**src/design/tlc_pkg.sv**
```systemverilog
// Shared types and constants for the thick line capsule test.
// No dependencies; imported by every module of the block.
package tlc_pkg;

  // register widths, fixed by the register map
  localparam int CFG_W     = 16;
  localparam int RADIUS_W  = 10;
  localparam int COLOR_W   = 16;
  localparam int CFG_IDX_W = 3;

  // register reset values
  localparam logic [RADIUS_W-1:0] RADIUS_RESET = 10'd16;
  localparam logic [COLOR_W-1:0]  COLOR_RESET  = 16'hFFFF;

  // register indexes
  typedef enum logic [CFG_IDX_W-1:0] {
    REG_START_X    = 3'd0,
    REG_START_Y    = 3'd1,
    REG_END_X      = 3'd2,
    REG_END_Y      = 3'd3,
    REG_RADIUS     = 3'd4,
    REG_LINE_COLOR = 3'd5
  } cfg_reg_t;

  // projection factor clamp flags
  typedef struct packed {
    logic clamp_lo;
    logic clamp_hi;
  } proj_mode_t;

endpackage

```
**src/design/tlc_div_stage.sv**
```systemverilog
// One restoring division step: one quotient bit of the projection factor.
// Depends on tlc_pkg (house import only).
module tlc_div_stage import tlc_pkg::*; #(
  parameter int DEN_W  = 34,
  parameter int Q_W    = 16,
  parameter int SIDE_W = 62
) (
  input  logic              clk,
  input  logic              rst,
  input  logic              in_valid,
  input  logic [DEN_W-1:0]  in_rem,
  input  logic [Q_W-1:0]    in_q,
  input  logic [SIDE_W-1:0] in_side,
  input  logic [DEN_W-1:0]  den,
  output logic              out_valid,
  output logic [DEN_W-1:0]  out_rem,
  output logic [Q_W-1:0]    out_q,
  output logic [SIDE_W-1:0] out_side
);

  logic [DEN_W:0] rem2;
  logic [DEN_W:0] diff;
  logic           take;

  // shift, trial subtract
  assign rem2 = {in_rem, 1'b0};
  assign diff = rem2 - {1'b0, den};
  assign take = rem2 >= {1'b0, den};

  always_ff @(posedge clk) begin
    if (rst) begin
      out_valid <= 1'b0;
    end else begin
      out_valid <= in_valid;
    end
  end

  always_ff @(posedge clk) begin
    out_rem  <= take ? diff[DEN_W-1:0] : rem2[DEN_W-1:0];
    out_q    <= {in_q[Q_W-2:0], take};
    out_side <= in_side;
  end

endmodule

```
**config.mk**
```make
export PLATFORM = sky130hd
export DESIGN_NAME = tlc_div_stage
export DESIGN_NICKNAME = d
export VERILOG_FILES = /design/src/design/tlc_pkg.sv /design/src/design/tlc_div_stage.sv
export SDC_FILE = /design/constraint.sdc
export NUM_CORES = 1
export LEC_CHECK = 0
export BUFFER_PORTS_ARGS = -buffer_cell sky130_fd_sc_hd__buf_2
export CORE_AREA = 2 2 117 119
export CTS_BUF_LIST = sky130_fd_sc_hd__clkbuf_16
export DETAILED_ROUTE_END_ITERATION = 12
export DIE_AREA = 0 0 119 121
export PLACE_DENSITY = 0.77
export SLEW_MARGIN = 20
export SYNTH_ARGS = -nofsm -noshare
export SYNTH_HDL_FRONTEND = slang
export SYNTH_SLANG_ARGS = --single-unit
```
**constraint.sdc**
```tcl
create_clock -name clk -period 7.25 [get_ports clk]
set_input_delay 1.45 -clock clk [delete_from_list [all_inputs] [get_ports clk]]
set_output_delay 1.45 -clock clk [all_outputs]
set_load 0.1 [all_outputs]
```
==> flow_summary.rst, run 1 <==
.. list-table::
   :header-rows: 1

   * - Metric
     - Value
   * - Run status
     - complete, no violations
   * - Kind of launch point of the worst setup path
     - primary input
   * - Most common library cell in the layout ignoring fill and taps
     - sky130_fd_sc_hd__buf_2
   * - CTS tree
     - built
   * - Worst path max stage delay
     - 0.63 ns
   * - Final Hold Viols
     - 0
   * - Die Ht
     - 121 microns
   * - Number of detailed-route iterations in the first pass
     - 7
   * - Number of hold-repair buffers added at the cts stage
     - 0
   * - Inserted Clock Buffers
     - 17
   * - Cell-by-cell listing of the critical path
     - buf_2 > inv_1 > ha_1 > nand2_2 > or4_1 > nand4b_1 > nor4_2 > a2111oi_2 > o21a_4 > inv_2 > mux2_2
   * - Clock transition at path regs
     - 0.06 ns
   * - Endpoint kind of the worst setup timing path
     - flop
   * - Share of cells above drive strength 1
     - 47.2%
   * - Synth top area cells
     - sky130_fd_sc_hd__dfxtp_1, sky130_fd_sc_hd__ha_1, sky130_fd_sc_hd__mux2_2, sky130_fd_sc_hd__a21oi_1, sky130_fd_sc_hd__inv_1
   * - Post-Route WL
     - 14.4 mm
   * - Die boundary width
     - 119 microns
   * - Post-CTS resize count
     - 0
   * - Area of the core region
     - 0.0131 sq mm
   * - Final setup slack of the worst path
     - 2.97 ns
   * - Total congestion overflow
     - 0
   * - Cell area after synthesis
     - 0.00475 sq mm
   * - Achievable clock frequency
     - 234 MHz
   * - Leak pwr
     - 0.00346 uW
   * - Die area
     - 0.0144 sq mm
   * - Highest-delay cell along the critical path
     - sky130_fd_sc_hd__or4_1
   * - Unrepaired setup endpoints after global routing
     - no
   * - Final setup viols
     - 0
   * - Post-synth ARST share
     - 0%
   * - Setup slack at placement
     - 2.48 ns
   * - Number of buffers between clock root and the deepest sink
     - 2
   * - Net count of the finished layout
     - 895
   * - Synth cell types
     - 68
   * - Relative max-transition margin
     - 49.6%
   * - Slew Limit Fails
     - 0
   * - Largest net degree at the start of global routing
     - 30
   * - Worst supply voltage drop on vdd
     - 0.164 mV
   * - I/O pin count
     - 262
   * - Number of enable-type register cells in the synthesized netlist
     - 0
   * - Top fanout value on the critical path
     - 29
   * - Count of antenna-violating nets left after detailed routing
     - 0
   * - Count of clock tree sinks
     - 113
   * - Weighted congestion at the end of routability-driven global placement
     - 0.859
   * - Cell accounting for the most synthesized area
     - sky130_fd_sc_hd__dfxtp_1
   * - Area Growth Syn to Fin
     - 43.6%
   * - Part of the Yosys area used for sequential elements
     - 47.6%
   * - Hold depth
     - 1
   * - Max Cap Violations
     - 0
   * - Post-CTS repair timing setup buffer count
     - 0
   * - Synth Warn #
     - 0
   * - Setup total negative slack
     - 0 ns
   * - Number of core rows
     - 42
   * - Total number of vias
     - 4262
   * - Global routing usage summed across all routing layers
     - 19.9%
   * - Critical path data required time
     - 7.55 ns
   * - Number of antenna violations at the first check in global routing
     - 3
   * - Arrival time worst endpoint
     - 4.57 ns
   * - Final routed wire length divided by cell count
     - 16.0 microns
   * - Type of the tightest min-delay check
     - in2reg
   * - CP top delay family
     - simple AND/OR/NAND/NOR gates
   * - Mean instance size in the synthesized netlist
     - 10.7 sq um
   * - Half-perimeter wire length of the detailed placement result
     - 11.6 mm
   * - Power density over cell area
     - 351 mW/mm^2
   * - Commonest register cell after synthesis
     - sky130_fd_sc_hd__dfxtp_1
   * - Gate count after technology mapping
     - 445
   * - Kind of critical path
     - in2reg
   * - Vias per inst
     - 4.72
   * - Post-route fraction of the period consumed by the critical path
     - 59.0%
   * - Instance count on the critical path
     - 11
   * - Input/output buffers
     - 260
   * - Post-Syn Nets
     - 629
   * - Buffer type at the clock tree root
     - sky130_fd_sc_hd__clkbuf_16
   * - Top library cells by usage in the layout, fill and taps aside
     - sky130_fd_sc_hd__buf_2, sky130_fd_sc_hd__dfxtp_1, sky130_fd_sc_hd__inv_1
   * - Clock H-tree levels
     - 4
   * - Starting utilization of the core area
     - 36.3%
   * - Filler Cell Count
     - 1178
   * - Bufs and invs on worst path
     - 3
   * - Worst-Margin Slew
     - 0.755 ns
   * - Initial drt markers
     - 201
   * - Count of unresolved DRC violations after routing
     - 0
   * - Flip-flop and latch count after synthesis
     - 113
   * - Final min period
     - 4.28 ns
   * - Global-route wire length before repair
     - 21.8 mm
   * - Portion of synthesized cell area occupied by the leading cell type
     - 47.6%
   * - Number of global-route vias before repair
     - 4181
## routing by layer
metal | GRT usage, % | part of all wire, %
met5 | 0 | 0
met4 | 8.48 | 2.8
met3 | 7.85 | 7.7
met2 | 35.1 | 50
met1 | 21.2 | 40
## through the flow
| stage | area, sq um | instances | util (%) | power [uW] | hold slack (ns) |
|---|---|---|---|---|---|
| after floorplan | 4750 | 445 | - | 1380 | 1.48 |
| after global placement | 6200 | 868 | 47.4 | 1530 | 1.55 |
| after detailed placement | 6200 | 868 | 47.4 | 1530 | 1.55 |
| after CTS | 6820 | 900 | 52.1 | 2410 | 1.12 |
| after global routing | 6820 | 901 | 52.1 | 2480 | 1.12 |
| final | 6830 | 903 | 52.2 | 2390 | 1.13 |
## synthesized netlist by cell type, drive strengths merged (5+ instances only)
library cell and number:
a21oi 33, xnor2 15, mux2 29, o21ai 20, nand2 16, clkbuf 9, nand4 10, dfxtp 113
xor2 12, o211ai 5, inv 41, nor2 12, a21o 18, ha 34, nor3 8
## state kept, by name, indices dropped and copies added (netlist names)
register and flops:
out_q 16, out_side 62, out_valid 1, out_rem 34
## layout make-up
type                       count  area [sq um]  share of cell area, %
antenna                        3          7.51                  0.110
clock buffer                  17           425                   6.23
clock inverter                15           196                   2.88
inverter                      41           154                   2.25
multi-input combinational    278          2260                   33.1
sequential                   113          2260                   33.1
tap                          176           220                   3.23
timing repair buffer         260          1300                   19.1
## power breakdown
part / switching, uW / internal, uW
combinational: 635 / 183
sequential: 14.7 / 686
clock: 323 / 552
## path summary, 6_finish.rpt
| check | slack [ns] | start | to |
|---|---|---|---|
| min | 1.13 | in_side[54] | out_side[54]$_DFF_P_ |
| max | 2.97 | den[29] | out_rem[2]$_DFF_P_ |
## cell families after synthesis
kind of cell	share of synthesized area (%)
buf+inv	4.87
compound gates	16.4
simple gates	8.98
mux	7.79
xor+xnor	4.98
flops	47.6
fa+ha+maj	9.37
No activity file was read; power rests on OpenSTA's default activity.
==> run 2, diff against run 1 <==
--- a/config.mk
+++ b/config.mk
@@ -10,7 +10,7 @@
 export CTS_BUF_LIST = sky130_fd_sc_hd__clkbuf_16
 export DETAILED_ROUTE_END_ITERATION = 12
 export DIE_AREA = 0 0 119 121
-export PLACE_DENSITY = 0.77
+export PLACE_DENSITY = 0.8
 export SLEW_MARGIN = 20
 export SYNTH_ARGS = -nofsm -noshare
 export SYNTH_HDL_FRONTEND = slang
==> constraint.sdc (replaced) <==
create_clock -name clk -period 3.7 [get_ports clk]
set_input_delay 0.74 -clock clk [delete_from_list [all_inputs] [get_ports clk]]
set_output_delay 0.74 -clock clk [all_outputs]
set_load 0.1 [all_outputs]
==> run 2 against run 1 <==
First-iteration DRC count shrank 8.5%. Utilization grew 0.67 points. Total power grew 95%. Sequential power grew 96%. Clock-buffer cell count is the same. Via count grew 2.7%. Die area is the same. Highest routed layer is now met5. Non-clock buffer count grew 10.
==> flow_summary.rst, run 2 (same netlist as run 1, synthesis figures left out) <==
.. list-table::
   :header-rows: 1

   * - Metric
     - Value
   * - Run status
     - complete, no violations (unchanged)
   * - Die Ht
     - 121 microns (unchanged)
   * - Worst supply voltage drop on vdd
     - 0.323 mV (was 0.164 mV)
   * - Cell Area, Placed
     - 0.00630 sq mm (was 0.00620 sq mm)
   * - Worst path max stage delay
     - 0.44 ns (was 0.63 ns)
   * - Initial drt markers
     - 184 (was 201)
   * - Final cell area excluding filler cells
     - 0.00691 sq mm (was 0.00683 sq mm)
   * - Net count of the finished layout
     - 905 (was 895)
   * - Die boundary width
     - 119 microns (unchanged)
   * - Number of buffers between clock root and the deepest sink
     - 2 (unchanged)
   * - Weighted congestion at the end of routability-driven global placement
     - 0.842 (was 0.859)
   * - Final setup viols
     - 0 (unchanged)
   * - Largest net degree at the start of global routing
     - 17 (was 30)
   * - Count of unresolved DRC violations after routing
     - 0 (unchanged)
   * - Die area
     - 0.0144 sq mm (unchanged)
   * - Largest register by flop count
     - out_side (unchanged)
   * - Worst min-delay path startpoint
     - in_side[43] (was in_side[54])
   * - Starting utilization of the core area
     - 36.3% (unchanged)
   * - Total instance count after detailed placement
     - 878 (was 868)
   * - Filler Cell Count
     - 1185 (was 1178)
   * - Buffer type at the clock tree root
     - sky130_fd_sc_hd__clkbuf_16 (unchanged)
   * - Top library cells by usage in the layout, fill and taps aside
     - sky130_fd_sc_hd__buf_2, sky130_fd_sc_hd__dfxtp_1, sky130_fd_sc_hd__inv_1 (unchanged)
   * - Post-CTS resize count
     - 0 (unchanged)
   * - Count of antenna-violating nets left after detailed routing
     - 0 (unchanged)
   * - Sequential cell area in the final layout
     - 0.00226 sq mm (unchanged)
   * - Number of hold-repair buffers added at the cts stage
     - 0 (unchanged)
   * - Post-route fraction of the period consumed by the critical path
     - 86.0%
   * - Highest-delay cell along the critical path
     - sky130_fd_sc_hd__fa_1 (was sky130_fd_sc_hd__or4_1)
   * - Most common library cell in the layout ignoring fill and taps
     - sky130_fd_sc_hd__buf_2 (unchanged)
   * - Slew Limit Fails
     - 0 (unchanged)
   * - Kind of launch point of the worst setup path
     - primary input (unchanged)
   * - Half-perimeter wire length of the detailed placement result
     - 11.8 mm (was 11.6 mm)
   * - Final Hold Viols
     - 0 (unchanged)
   * - Worst-Margin Slew
     - 0.625 ns (was 0.755 ns)
   * - Clock H-tree levels
     - 4 (unchanged)
   * - Leak pwr
     - 0.00350 uW (was 0.00346 uW)
   * - Non-Filler Instances
     - 913 (was 903)
   * - Hold depth
     - 1 (unchanged)
   * - Top fanout value on the critical path
     - 3 (was 29)
   * - Total congestion overflow
     - 0 (unchanged)
   * - Post-Route WL
     - 14.8 mm (was 14.4 mm)
   * - Clock transition at path regs
     - 0.06 ns (about the same)
   * - Vias per inst
     - 4.80 (was 4.72)
   * - Endpoint kind of the worst setup timing path
     - flop (unchanged)
   * - Final min period
     - 3.18 ns
   * - Number of core rows
     - 42 (unchanged)
   * - Type of the tightest min-delay check
     - in2reg (unchanged)
   * - Flip-flop count of the largest register, all copies and words added
     - 62 (unchanged)
   * - Post-CTS repair timing setup buffer count
     - 0 (unchanged)
   * - Achievable clock frequency
     - 314 MHz
   * - Inserted Clock Buffers
     - 17 (unchanged)
   * - Max Cap Violations
     - 0 (unchanged)
   * - Input/output buffers
     - 260 (unchanged)
   * - Number of detailed-route iterations in the first pass
     - 4 (was 7)
   * - Total number of vias
     - 4378 (was 4262)
   * - Final routed wire length divided by cell count
     - 16.2 microns (was 16.0 microns)
   * - Setup total negative slack
     - 0 ns (unchanged)
   * - Number of global-route vias before repair
     - 4235 (was 4181)
   * - Count of clock tree sinks
     - 113 (unchanged)
   * - Relative max-transition margin
     - 58.2% (was 49.6%)
   * - CTS tree
     - built (unchanged)
   * - Number of antenna violations at the first check in global routing
     - 3 (unchanged)
   * - Area Growth Syn to Fin
     - 45.5% (was 43.6%)
   * - I/O pin count
     - 262 (unchanged)
   * - Kind of critical path
     - in2reg (unchanged)
   * - Global routing usage summed across all routing layers
     - 20.2% (was 19.9%)
   * - Unrepaired setup endpoints after global routing
     - no (unchanged)
   * - Cell-by-cell listing of the critical path
     - buf_2 > inv_1 > fa_1 > a21o_1 > a221oi_4 > o21ai_0 > a31o_2 > a41o_1 > a2111oi_0 > nor3_1 > mux2_4 (was buf_2 > inv_1 > ha_1 > nand2_2 > or4_1 > nand4b_1 > nor4_2 > a2111oi_2 > o21a_4 > inv_2 > mux2_2)
   * - Power density over cell area
     - 676 mW/mm^2 (was 351 mW/mm^2)
   * - Top Registers
     - out_side (62), out_rem (34), out_q (16) (unchanged)
   * - Area of the core region
     - 0.0131 sq mm (unchanged)
   * - Global-route wire length before repair
     - 22.1 mm (was 21.8 mm)
   * - Arrival time worst endpoint
     - 3.48 ns (was 4.57 ns)
   * - Multi-input combinational cell area
     - 0.00226 sq mm (unchanged)
   * - Share of cells above drive strength 1
     - 47.8% (was 47.2%)
   * - Worst hold path endpoint
     - out_side[43]$_DFF_P_ (was out_side[54]$_DFF_P_)
   * - Critical path data required time
     - 4.00 ns (was 7.55 ns)
## run 2: through the flow
step | utilization (%) | worst slack [ns] | total power [uW] | hold slack (ns)
5_1_grt | 52.8 | 0.423 | 4850 | 0.411
4_1_cts | 52.8 | 0.559 | 4720 | 0.410
3_3_place_gp | 48.1 | 0.160 | 3020 | 0.842
6_report | 52.8 | 0.518 | 4680 | 0.425
2_1_floorplan | - | 0.373 | 2710 | 0.768
3_5_place_dp | 48.1 | 0.127 | 3030 | 0.844
## run 2: area by class of cell
class                   instances  area share, %
diodes                          3          0.109
clock buffers                  17           6.15
clock inverters                15           2.66
inverters                      41           2.23
multi-input cells             278           32.7
flip-flops and latches        113           32.7
well taps                     176           3.18
repair buffers                270           20.3
## run 2: layer usage
layer  vias up  track usage, %  share of wire [%]
met3        28            8.41                8.9
met5         -               0              0.088
li1       2130               -                  -
met1      2039            21.5                 39
met4         2            9.52                2.7
met2       179            34.9                 50
## run 2: worst max-delay path by stage
stage / startpoint / to / slack [ns] / cells past startpoint
final: den[0] / out_rem[26]$_DFF_P_ / 0.52 / 11
after global routing: den[0] / out_rem[30]$_DFF_P_ / 0.42 / 11
after CTS: den[0] / out_rem[30]$_DFF_P_ / 0.56 / 11
after detailed placement: den[0] / out_rem[30]$_DFF_P_ / 0.13 / 11
after global placement: den[0] / out_rem[26]$_DFF_P_ / 0.16 / 11
after floorplan: den[0] / out_rem[32]$_DFF_P_ / 0.37 / 10
## run 2: worst max-delay path: cells and delay by family
family                   cells  cell delay [ns]
AO/OA/AOI/OAI                6             1.76
adder cells (fa/ha/maj)      1             0.44
multiplexers                 1             0.27
buffers and inverters        2             0.15
AND/OR/NAND/NOR              1             0.12
## run 2: where the power goes
| group | leakage, uW | switching [uW] | internal [uW] |
|---|---|---|---|
| logic | 0.00225 | 1260 | 377 |
| registers | 0.000953 | 28.7 | 1340 |
| clock network | 0.000296 | 604 | 1070 |
